File: src/solve_3x3_system_cramer_core_defines.svh
// Assertion macros for the core of this block.
// Each takes a label, a clock, an active-low reset, an antecedent, a consequent and a message.
`ifndef SOLVE_3X3_SYSTEM_CRAMER_CORE_DEFINES_SVH
`define SOLVE_3X3_SYSTEM_CRAMER_CORE_DEFINES_SVH

// Consequent must hold in the same cycle as the antecedent.
`define CCR_ASSERT_SAME(lbl, clk, rstn, ante, cons, msg) \
    lbl: assert property (@(posedge clk) disable iff (!rstn) (ante) |-> (cons)) else $error(msg);

// Consequent must hold in the cycle after the antecedent.
`define CCR_ASSERT_NEXT(lbl, clk, rstn, ante, cons, msg) \
    lbl: assert property (@(posedge clk) disable iff (!rstn) (ante) |=> (cons)) else $error(msg);

`endif

File: src/ccr_pkg.sv
package ccr_pkg;

    // Depth of the queue between the determinant front end and the divider back end.
    localparam int QUEUE_DEPTH = 4;

    // Requests from the top level to the queue.
    typedef struct packed {
        logic push;
        logic pop;
    } ccr_q_ctrl_t;

    // Status from the queue to the top level.
    typedef struct packed {
        logic full;
        logic empty;
    } ccr_q_stat_t;

endpackage

File: src/ccr_queue.sv
module ccr_queue #(
    parameter int WIDTH = 8
) (
    input  logic                aclk,
    input  logic                aresetn,
    input  ccr_pkg::ccr_q_ctrl_t ctrl,
    output ccr_pkg::ccr_q_stat_t stat,
    input  logic [WIDTH-1:0]    wr_data,
    output logic [WIDTH-1:0]    rd_data
);
    import ccr_pkg::*;

    localparam int AW = $clog2(QUEUE_DEPTH);
    localparam logic [AW:0] FULL_COUNT = (AW+1)'(QUEUE_DEPTH);

    logic [WIDTH-1:0] mem_reg [QUEUE_DEPTH];
    logic [AW-1:0]    wr_ptr_reg;
    logic [AW-1:0]    rd_ptr_reg;
    logic [AW:0]      count_reg;
    logic [AW:0]      count_next;

    assign stat.full  = (count_reg == FULL_COUNT);
    assign stat.empty = (count_reg == '0);
    assign rd_data    = mem_reg[rd_ptr_reg];

    always_comb begin
        count_next = count_reg;
        if (ctrl.push && !ctrl.pop) begin
            count_next = count_reg + 1'b1;
        end else if (ctrl.pop && !ctrl.push) begin
            count_next = count_reg - 1'b1;
        end
    end

    // Pointers and fill level.
    always_ff @(posedge aclk) begin
        if (!aresetn) begin
            wr_ptr_reg <= '0;
            rd_ptr_reg <= '0;
            count_reg  <= '0;
        end else begin
            if (ctrl.push) begin
                wr_ptr_reg <= wr_ptr_reg + 1'b1;
            end
            if (ctrl.pop) begin
                rd_ptr_reg <= rd_ptr_reg + 1'b1;
            end
            count_reg <= count_next;
        end
    end

    // Entry storage.
    always_ff @(posedge aclk) begin
        if (ctrl.push) begin
            mem_reg[wr_ptr_reg] <= wr_data;
        end
    end

endmodule

File: config.mk
export PLATFORM = sky130hd
export DESIGN_NAME = ccr_queue
export DESIGN_NICKNAME = d
export VERILOG_FILES = /design/src/solve_3x3_system_cramer_core_defines.svh /design/src/ccr_pkg.sv /design/src/ccr_queue.sv
export SDC_FILE = /design/constraint.sdc
export NUM_CORES = 1
export LEC_CHECK = 0
export ABC_CLOCK_PERIOD_IN_PS = 2900
export BUFFER_PORTS_ARGS = -buffer_cell sky130_fd_sc_hd__clkbuf_2
export CORE_UTILIZATION = 50
export CTS_BUF_LIST = sky130_fd_sc_hd__clkbuf_2 sky130_fd_sc_hd__clkbuf_4 sky130_fd_sc_hd__clkbuf_8
export DETAILED_ROUTE_END_ITERATION = 12
export PLACE_DENSITY = 0.72
export SYNTH_ARGS = -nofsm -noshare
export SYNTH_HDL_FRONTEND = slang
export SYNTH_SLANG_ARGS = --single-unit
File: constraint.sdc
create_clock -name aclk -period 2.9 [get_ports aclk]
set_clock_uncertainty 0.2 [all_clocks]
set_input_delay 0.29 -clock aclk [delete_from_list [all_inputs] [get_ports aclk]]
set_output_delay 0.29 -clock aclk [all_outputs]
set_load 0.01 [all_outputs]
# After elaboration in Yosys (flattened, before gate mapping)
# Memory sizes are Yosys's and may differ from the RTL's. A register that Yosys moved wholly into a read port is not among the register bits.
# Index checks and enable logic that the tools add are counted.
# totals
regBits,7
latchBits,0
ramBits,32
mem_bits_ro,0
in_bits,12
out_inout_bits,10
elab_cells,21
mem_count,1
# memory_table
memory,depth,width,read_ports,rd_clocked_by_memory_dff,write_ports,line,rtl
mem_reg,4,8,1,1,1,ccr_queue.sv:16,logic [WIDTH-1:0] mem_reg [QUEUE_DEPTH];
# op_classes
add_sub_neg,4
multipliers,0
n_div,0
n_lt_le_gt_ge,0
eq_ne,1
shifts,0
muxes,6
bitwise_logic,0
n_reduce_logical,6
# op_table
operator,count
$mux 3,2
$add 2x1->2 const B,2
$mux 2,2
$add 3x1->3 const B,1
$eq 3x3->1 const B,1
$logic_not 3->1,1
$sub 3x1->3 const B,1
$logic_and 1x1->1,2
$logic_not 1->1,2
$mux 1,2
$reduce_bool 2->1,1

# Logic depth before layout (Yosys ltp)
# Gate-level depths: netlist (run 1).
# depth
word_depth,4
mapped_depth,7

# Worst setup path before layout (run 1)
# No wires, ideal clock.
# synth_path
path_kind,input-to-reg
start,in ctrl[0] (netlist name)
end,reg count_reg[2]
setup_time_ps,70
arrival_time_ps,1469
t_required_ps,2630
setup_slack_ps,1162
stages,7
path_buffers,0
cell_sequence,inv_1 ha_1 inv_1 fa_1 xor2_1 or3_1 a21boi_1
# synth_via
elab_chain_cells,3
word_cells_on_any_way,5
cone_classes,mux (1); reduce/logical (4)
# synth_lines
element,line,rtl
from (decl),ccr_queue.sv:6,"input ccr_pkg::ccr_q_ctrl_t ctrl,"
$logic_not 1->1,ccr_queue.sv:28,if (ctrl.push && !ctrl.pop) begin
$logic_and 1x1->1,ccr_queue.sv:28,
$mux 3 or $reduce_bool 2->1 (tied branches),-,
to (signal assigned),ccr_queue.sv:48,count_reg <= count_next;
to (decl),ccr_queue.sv:19,logic [AW:0] count_reg;
# Parallel ways exist; a longest one is shown, timed or not.
# A chain may end at the register's enable or synchronous reset.

==> impl_metrics.csv, run 1 <==
group,metric,value,unit
run_status,status,"finished, final reports clean",
yosys,synth.ff_latch_count,41,
setup_path,start_kind,"flop",
global_routing,antenna_found_initial,0,
cts,post_cts_buffers,0,
placement,place_inst,148,
floorplan,coreArea,0.00305,mm^2
yosys,yosysWarnings,0,
pwr,p_per_area,634,mW/mm^2
finish,syn2layout_area_growth,18.9,%
drt,antenna_left,0,
cts,htreeDepth,2,
timing,hold_violations,0,
cts,clock_sinks,41,
global_routing,grt_pass1_wl,3800,um
finish,drive_gt1_share,30.0,%
setup_path,cp_slowest_cell,"dfxtp_1",
cts,clk_pin_slew_worst_paths,0.12,ns
finish,num_antenna_cells,0,
setup_path,path_class,"flop to output port",
setup_path,max_stage_delay,0.69,ns
finish,fin_cells,164,
timing,tightest_slew,0.549,ns
drt,dr.pass1.iters,4,
setup_path,worstReg2RegEnd,"count_reg[2]",
floorplan,io_pins,22,
pwr,finalPower,1.21,mW
drt,drtIter0Drc,16,
drt,drcViolationCount,0,
yosys,syn_avg_cell_area,18.9,um^2
global_routing,grt_pass1_vias,819,
pwr,leakagePower,0.705,nW
setup_path,crit_required,2.41,ns
floorplan,num_rows,20,
hold_path,hold_depth,2,
floorplan,dieWidth,58.6,um
placement,port_buffers,21,
drt,wl_per_cell,14.8,um
timing,rsz0062_at_grt,"no",
cts,clock_path_buffers,2,
timing,fmax,443,MHz
floorplan,die_area,0.00344,mm^2
global_routing,grt_util_all_layers,17.0,%
yosys,synth_nets,103,
setup_path,reg2reg_from,"count_reg[0]",
global_routing,grt_max_degree,13,
timing,fin_setup_tns,0,ns
timing,slew_headroom,63.3,%
setup_path,critPathMaxFanout,8,
yosys,synthCells,85,
setup_path,worstSetupEndpointType,"output port",
setup_path,reg2regPathDepth,4,
hold_path,hold-path-endpoint,"wr_ptr_reg[0]",
finish,largest_reg_flops,32,
yosys,ys_types,19,
cts,tritoncts,"built",
hold_path,hold_path_class,"input port to flop",
setup_path,r2r_slack,1.18,ns
cts,cts_buffers,5,
finish,final_nets,137,
placement,place_congestion,0.657,
run,cap_violations,0,
timing,maxSlewViolCount,0,
timing,finalCritPeriodShare,77.9,%
setup_path,path_cells,"mux4_2, clkbuf_2",
drt,vias_per_cell,4.96,
cts,root_buffer,"clkbuf_4",
global_routing,grt.overflow.total,0,
timing,final.min_clock_period,2.26,ns
hold_path,worstHoldStart,"aresetn",
setup_path,cp.arrival,1.77,ns
pwr,vdd_drop_max,0.375,mV
yosys,synth.yosys.seq_area_share,71.2,%
floorplan,floorplan.initialDensity,52.5,%
floorplan,die_h,58.6,um
drt,drt_wl_total,2420,um
cts,insertion_delay,0.35,ns
yosys,syn_area,0.00160,mm^2
timing,setup_viol,0,
drt,via_count,814,
## repair_timing
item,4_1_cts,5_1_grt
gates resized for setup,0,0
hold buffers,8,0
hold endpoints to repair,32,0
## placed cells by master (no fill, tap or decap)
master	count
dlygate4sd3_1	8
edfxtp_1	32
xnor2_1	2
and2_1	9
mux2i_1	2
nand2_1	1
xor2_1	3
mux4_2	8
a21boi_1	1
clkbuf_2	21
or3_1	1
dfxtp_1	9
nor2b_1	2
bufinv_16	1
nor3_1	1
nor3b_1	1
ha_1	5
o21ai_0	1
clkbuf_4	6
inv_1	4
clkinv_1	1
fa_1	1
## per-layer routing
| metal | track usage [%] | vias up | wire, um |
|---|---|---|---|
| met5 | 0 | - | 0 |
| met4 | 12.2 | 0 | 75 |
| met3 | 4.62 | 7 | 93 |
| met2 | 29.4 | 22 | 1270 |
| met1 | 17.7 | 397 | 978 |
| li1 | - | 388 | - |
## how the worst max path moves through the flow
stage,start,to,slack [ns],cells past startpoint
floorplan,ctrl[0],count_reg[2],1.16,7
global placement,ctrl[1],count_reg[2],0.97,7
detailed placement,ctrl[1],count_reg[2],0.90,7
CTS,flop,rd_data[5],0.57,2
global route,flop,rd_data[5],0.52,2
finish,flop,rd_data[5],0.64,2
## synth_stat cells (all sizes together)
library cell | n | area [um^2]
xor2 | 3 | 26.3
nor2b | 2 | 12.5
ha | 5 | 62.6
clkbuf | 1 | 5.00
xnor2 | 2 | 17.5
mux2i | 2 | 20.0
or3 | 1 | 6.26
inv | 4 | 15.0
mux4 | 8 | 180
edfxtp | 32 | 961
fa | 1 | 20.0
nor3 | 1 | 5.00
nand2 | 1 | 3.75
a21boi | 1 | 7.51
o21ai | 1 | 5.00
buf | 1 | 11.3
and2 | 9 | 56.3
dfxtp | 9 | 180
nor3b | 1 | 7.51
## logic make-up after synthesis
kind of cell             count (synthesis)  synth area share [%]
AND/OR/NAND/NOR                         15                  5.70
AO/OA/AOI/OAI                            2                 0.781
XOR/XNOR                                 5                  2.73
adder cells (fa/ha/maj)                  6                  5.15
flip-flops                              41                  71.2
multiplexers                            10                  12.5
buffers and inverters                    6                  1.95
## report_power, final
part	total, mW	switching, mW	internal, mW
combinational	0.147	0.0662	0.0808
sequential	0.699	0.0282	0.670
clock	0.362	0.174	0.189
## layout make-up
type                            instances  area, um^2
Clock buffer                            6        45.0
Clock inverter                          2        33.8
Fill cell                             257        1150
Inverter                                4        15.0
Multi-Input combinational cell         38         430
Sequential cell                        41        1140
Tap cell                               44        55.1
Timing Repair Buffer                   29         185
## stage by stage
| stage | util [%] | hold WS [ns] | instance area (um^2) | worst slack, ns |
|---|---|---|---|---|
| finish | 62.4 | 0.0355 | 1910 | 0.642 |
| global route | 62.4 | 0.0463 | 1910 | 0.522 |
| CTS | 62.4 | 0.0367 | 1910 | 0.568 |
| detailed placement | 57.2 | 0.311 | 1750 | 0.898 |
| global placement | 57.2 | 0.278 | 1750 | 0.966 |
| floorplan | - | 0.189 | 1600 | 1.16 |
## critical path: cells and delay by family, from the launching register on
family   cells  cell delay, ns
buf+inv      1            0.14
mux          1            0.58
flops        1            0.69
Note: power is estimated with default switching activity, not from simulation.
==> run 2, diff against run 1 <==
Settings changed: ABC_CLOCK_PERIOD_IN_PS 2900 to 2300.
Clock period 2.9 ns to 2.3 ns, I/O delays scaled along.
==> impl_metrics.csv, run 2 (synthesis results as in run 1) <==
group,metric,value,unit
pwr,p_int,1.11,mW
drt,vias_per_cell,4.78,
global_routing,grt_util_all_layers,16.0,%
setup_path,path_cells,"buf_4, mux4_2, clkbuf_2",
finish,final_nets,139,
setup_path,cp.buffers_inverters,2,
pwr,leakagePower,0.708,nW
cts,cts_resized,0,
floorplan,coreArea,0.00305,mm^2
setup_path,cp_slowest_cell,"mux4_2",
setup_path,cp.arrival,1.54,ns
hold_path,hold_depth,3,
global_routing,grt.overflow.total,0,
floorplan,io_pins,22,
global_routing,grt_max_degree,12,
finish,num_antenna_cells,0,
floorplan,floorplan.initialDensity,52.5,%
setup_path,critical-path-top-delay-family,"multiplexers",
setup_path,worstReg2RegEnd,"count_reg[2]",
finish,multiInputGateArea,430,um^2
pwr,switching_share,22.8,%
floorplan,die_area,0.00344,mm^2
drt,drcViolationCount,0,
floorplan,num_rows,20,
pwr,finalPower,1.44,mW
setup_path,crit_required,1.87,ns
pwr,p_clk_share,25.5,%
cts,clk_pin_slew_worst_paths,0.11,ns
cts,clock_path_buffers,2,
pwr,p_seq_share,60.7,%
cts,post_cts_buffers,0,
cts,root_buffer,"clkbuf_4",
finish,final_common_cell,"edfxtp_1",
placement,port_buffers,21,
run,cap_violations,0,
cts,htreeDepth,2,
cts,tritoncts,"built",
timing,rsz0062_at_grt,"no",
drt,drt_wl_total,2270,um
cts,clock_sinks,41,
hold_path,worstHoldStart,"ctrl[0]",
setup_path,path_class,"flop to output port",
finish,fin_cells,166,
pwr,vdd_drop_max,0.411,mV
placement,place_inst,149,
timing,finalCritPeriodShare,85.8,%
setup_path,max_stage_delay,0.53,ns
global_routing,grt_pass1_vias,778,
global_routing,antenna_found_initial,0,
finish,area.sequential,0.00114,mm^2
pwr,pwr-share-comb,13.8,%
timing,slew_headroom,71.7,%
setup_path,worstSetupEndpointType,"output port",
global_routing,grt_pass1_wl,3750,um
timing,fmax,507,MHz
finish,largest_reg_flops,32,
cts,cts_buffers,5,
timing,maxSlewViolCount,0,
floorplan,dieWidth,58.6,um
floorplan,die_h,58.6,um
pwr,netSwitchingPower,0.328,mW
timing,setup_viol,0,
timing,hold_violations,0,
finish,fill_cells,255,
timing,final.min_clock_period,1.97,ns
drt,wl_per_cell,13.7,um
setup_path,r2r_slack,0.59,ns
setup_path,reg2regPathDepth,4,
run_status,status,"finished, final reports clean",
hold_path,hold_path_class,"input port to flop",
drt,dr.pass1.iters,4,
timing,fin_setup_tns,0,ns
setup_path,start_kind,"flop",
cts,insertion_delay,0.34,ns
setup_path,critPathMaxFanout,8,
placement,place_congestion,0.702,
finish,drive_gt1_share,31.1,%
finish,syn2layout_area_growth,18.8,%
setup_path,reg2reg_from,"count_reg[0]",
finish,final_cell_mix,"edfxtp_1 (32), clkbuf_2 (21), and2_1 (9), dfxtp_1 (9), dlygate4sd3_1 (9)",
timing,tightest_slew,0.424,ns
placement,place_hpwl,1550,um
drt,drtIter0Drc,16,
pwr,p_per_area,754,mW/mm^2
drt,antenna_left,0,
drt,via_count,793,
[run 2: per-layer routing]
| metal | GRT usage [%] | wire (um) | vias up |
|---|---|---|---|
| met5 | 0 | 0 | - |
| met1 | 18.6 | 970 | 378 |
| met4 | 7.14 | 43 | 0 |
| met3 | 7.25 | 109 | 5 |
| met2 | 25.6 | 1140 | 20 |
| li1 | - | - | 390 |
[run 2: worst reg2reg max path, delay by kind of cell, from the launching register on]
kind | cells | cell delay (ns)
flip-flops | 1 | 0.37
AND/OR/NAND/NOR | 1 | 0.31
adder cells (fa/ha/maj) | 1 | 0.45
XOR/XNOR | 1 | 0.16
AO/OA/AOI/OAI | 1 | 0.16
[run 2: power groups by stage]
stage / Sequential, mW / Combinational, mW / Clock [mW]
after global routing: 0.878 / 0.220 / 0.416
after detailed placement: 0.890 / 0.190 / 0
after floorplan: 0.880 / 0.131 / 0
final: 0.872 / 0.198 / 0.367
after global placement: 0.888 / 0.186 / 0
after CTS: 0.873 / 0.203 / 0.379
[run 2: cell type report]
cell class,count,area share [%]
flip-flops and latches,41,59.9
multi-input cells,38,22.6
repair buffers,31,10.6
clock buffers,8,3.15
well taps,44,2.89
inverters,4,0.788
[run 2: how the worst max path moves through the flow]
stage | from | end | slack (ns) | depth (start not counted)
2_1_floorplan | ctrl[0] | count_reg[2] | 0.62 | 7
3_3_place_gp | ctrl[1] | count_reg[2] | 0.47 | 7
3_5_place_dp | ctrl[1] | count_reg[2] | 0.39 | 7
4_1_cts | flop | rd_data[5] | 0.28 | 3
5_1_grt | flop | rd_data[5] | 0.24 | 3
6_report | flop | rd_data[5] | 0.33 | 3
[run 2: metrics by stage]
step | util [%] | area (um^2) | setup slack (ns) | hold slack [ns]
4_1_cts | 62.4 | 1900 | 0.283 | 0.0374
3_5_place_dp | 57.5 | 1750 | 0.389 | 0.253
3_3_place_gp | 57.5 | 1750 | 0.466 | 0.243
2_1_floorplan | - | 1600 | 0.622 | 0.129
6_report | 62.4 | 1900 | 0.327 | 0.0474
5_1_grt | 62.4 | 1900 | 0.243 | 0.0431
[run 2: repair_timing]
action | in CTS | in global routing
hold buffers | 9 | 0
setup endpoints to repair | 0 | 0
hold endpoints to repair | 39 | 0
==> run 3, diff against run 2 <==
Settings changed: ABC_CLOCK_PERIOD_IN_PS 2300 to not set, RECOVER_POWER set to 50.
==> impl_metrics.csv, run 3 (synthesis results as in run 1) <==
group,metric,value,unit
setup_path,cp.arrival,1.55,ns
finish,final_cell_mix,"edfxtp_1 (32), clkbuf_2 (12), dfxtp_1 (9), dlygate4sd3_1 (9), clkbuf_1 (9)",
finish,final_nets,139,
cts,post_cts_buffers,0,
floorplan,num_rows,20,
pwr,p_int,1.11,mW
finish,drive_gt1_share,23.8,%
timing,finalCritPeriodShare,85.9,%
drt,antenna_left,0,
global_routing,grt_pass1_vias,778,
placement,place_inst,149,
setup_path,worstSetupEndpointType,"output port",
finish,num_antenna_cells,0,
cts,tritoncts,"built",
floorplan,dieWidth,58.6,um
run_status,status,"finished, final reports clean",
pwr,pwr-share-comb,13.7,%
cts,clock_path_buffers,2,
cts,clk_pin_slew_worst_paths,0.11,ns
drt,drtIter0Drc,13,
timing,tightest_slew,0.565,ns
pwr,switching_share,22.9,%
floorplan,io_pins,22,
cts,hold_buffers,9,
placement,place_congestion,0.702,
cts,cts_resized,0,
finish,final_cell_area,0.00189,mm^2
finish,syn2layout_area_growth,18.1,%
hold_path,hold_path_class,"input port to flop",
pwr,vdd_drop_max,0.411,mV
finish,final_core_util,62.0,%
global_routing,grt.overflow.total,0,
timing,whs,0.0480,ns
finish,fill_cells,262,
floorplan,die_area,0.00344,mm^2
cts,cts_buffers,5,
pwr,p_seq_share,60.8,%
global_routing,grt_max_degree,12,
timing,hold_violations,0,
floorplan,coreArea,0.00305,mm^2
drt,wl_per_cell,13.8,um
timing,rsz0062_at_grt,"no",
floorplan,floorplan.initialDensity,52.5,%
global_routing,grt_pass1_wl,3750,um
hold_path,hold_depth,3,
setup_path,reg2regPathDepth,4,
timing,slew_headroom,62.3,%
setup_path,critPathMaxFanout,8,
cts,insertion_delay,0.34,ns
timing,maxSlewViolCount,0,
placement,port_buffers,21,
global_routing,antenna_found_initial,0,
drt,drcViolationCount,0,
floorplan,die_h,58.6,um
cts,htreeDepth,2,
setup_path,path_class,"flop to output port",
cts,root_buffer,"clkbuf_4",
timing,setup_viol,0,
drt,dr.pass1.iters,2,
finish,final_common_cell,"edfxtp_1",
pwr,p_per_area,758,mW/mm^2
drt,vias_per_cell,4.79,
timing,fin_setup_tns,0,ns
drt,via_count,795,
placement,dpl_worst_slack,0.389,ns
timing,layout_setup_ws,0.325,ns
cts,clock_sinks,41,
pwr,p_clk_share,25.6,%
drt,drt_wl_total,2290,um
global_routing,grt_util_all_layers,16.0,%
pwr,leakagePower,0.679,nW
finish,largest_reg_flops,32,
pwr,finalPower,1.43,mW
setup_path,crit_required,1.87,ns
placement,place_area,0.00175,mm^2
timing,fmax,506,MHz
timing,final.min_clock_period,1.98,ns
pwr,netSwitchingPower,0.328,mW
placement,place_hpwl,1550,um
setup_path,start_kind,"flop",
finish,fin_cells,166,
run,cap_violations,0,
-- run 3: cell count changes in the layout (fill, tap and decap cells not counted) --
cell,delta
clkbuf_2,-9
and2_0,+2
and2_1,-2
clkbuf_1,+9
-- run 3: area by class of cell --
class	instances	area (um^2)	share of cell area, %
clock buffers	8	60.1	3.17
inverters	4	15.0	0.793
multi-input cells	38	430	22.7
flip-flops and latches	41	1140	60.3
well taps	44	55.1	2.91
repair buffers	31	191	10.1
-- run 3: path summary, 6_finish.rpt --
path | startpoint | endpoint | slack [ns]
hold reg to reg | count_reg[2] | count_reg[2] | 0.34
setup / recovery | flop | rd_data[5] | 0.32
setup reg to reg | count_reg[0] | count_reg[2] | 0.59
hold / removal | ctrl[0] | flop | 0.05
-- run 3: layer usage --
metal	share of wire [%]	routed length (um)	track usage [%]
met3	4.8	109	7.25
met4	1.9	43	7.14
met2	50	1150	25.6
met5	0	0	0
met1	43	978	18.6
-- run 3: power by group through the flow --
stage / registers [mW] / clock network, mW / logic (mW)
after global routing: 0.878 / 0.416 / 0.218
after detailed placement: 0.890 / 0 / 0.190
after floorplan: 0.880 / 0 / 0.131
after global placement: 0.888 / 0 / 0.186
final: 0.872 / 0.367 / 0.196
after CTS: 0.873 / 0.379 / 0.203
-- run 3: worst max-delay path, cell delays in order (launching register included) --
cell and delay [ns]:
dfxtp_1 0.33, buf_4 0.20, mux4_2 0.53, clkbuf_2 0.14
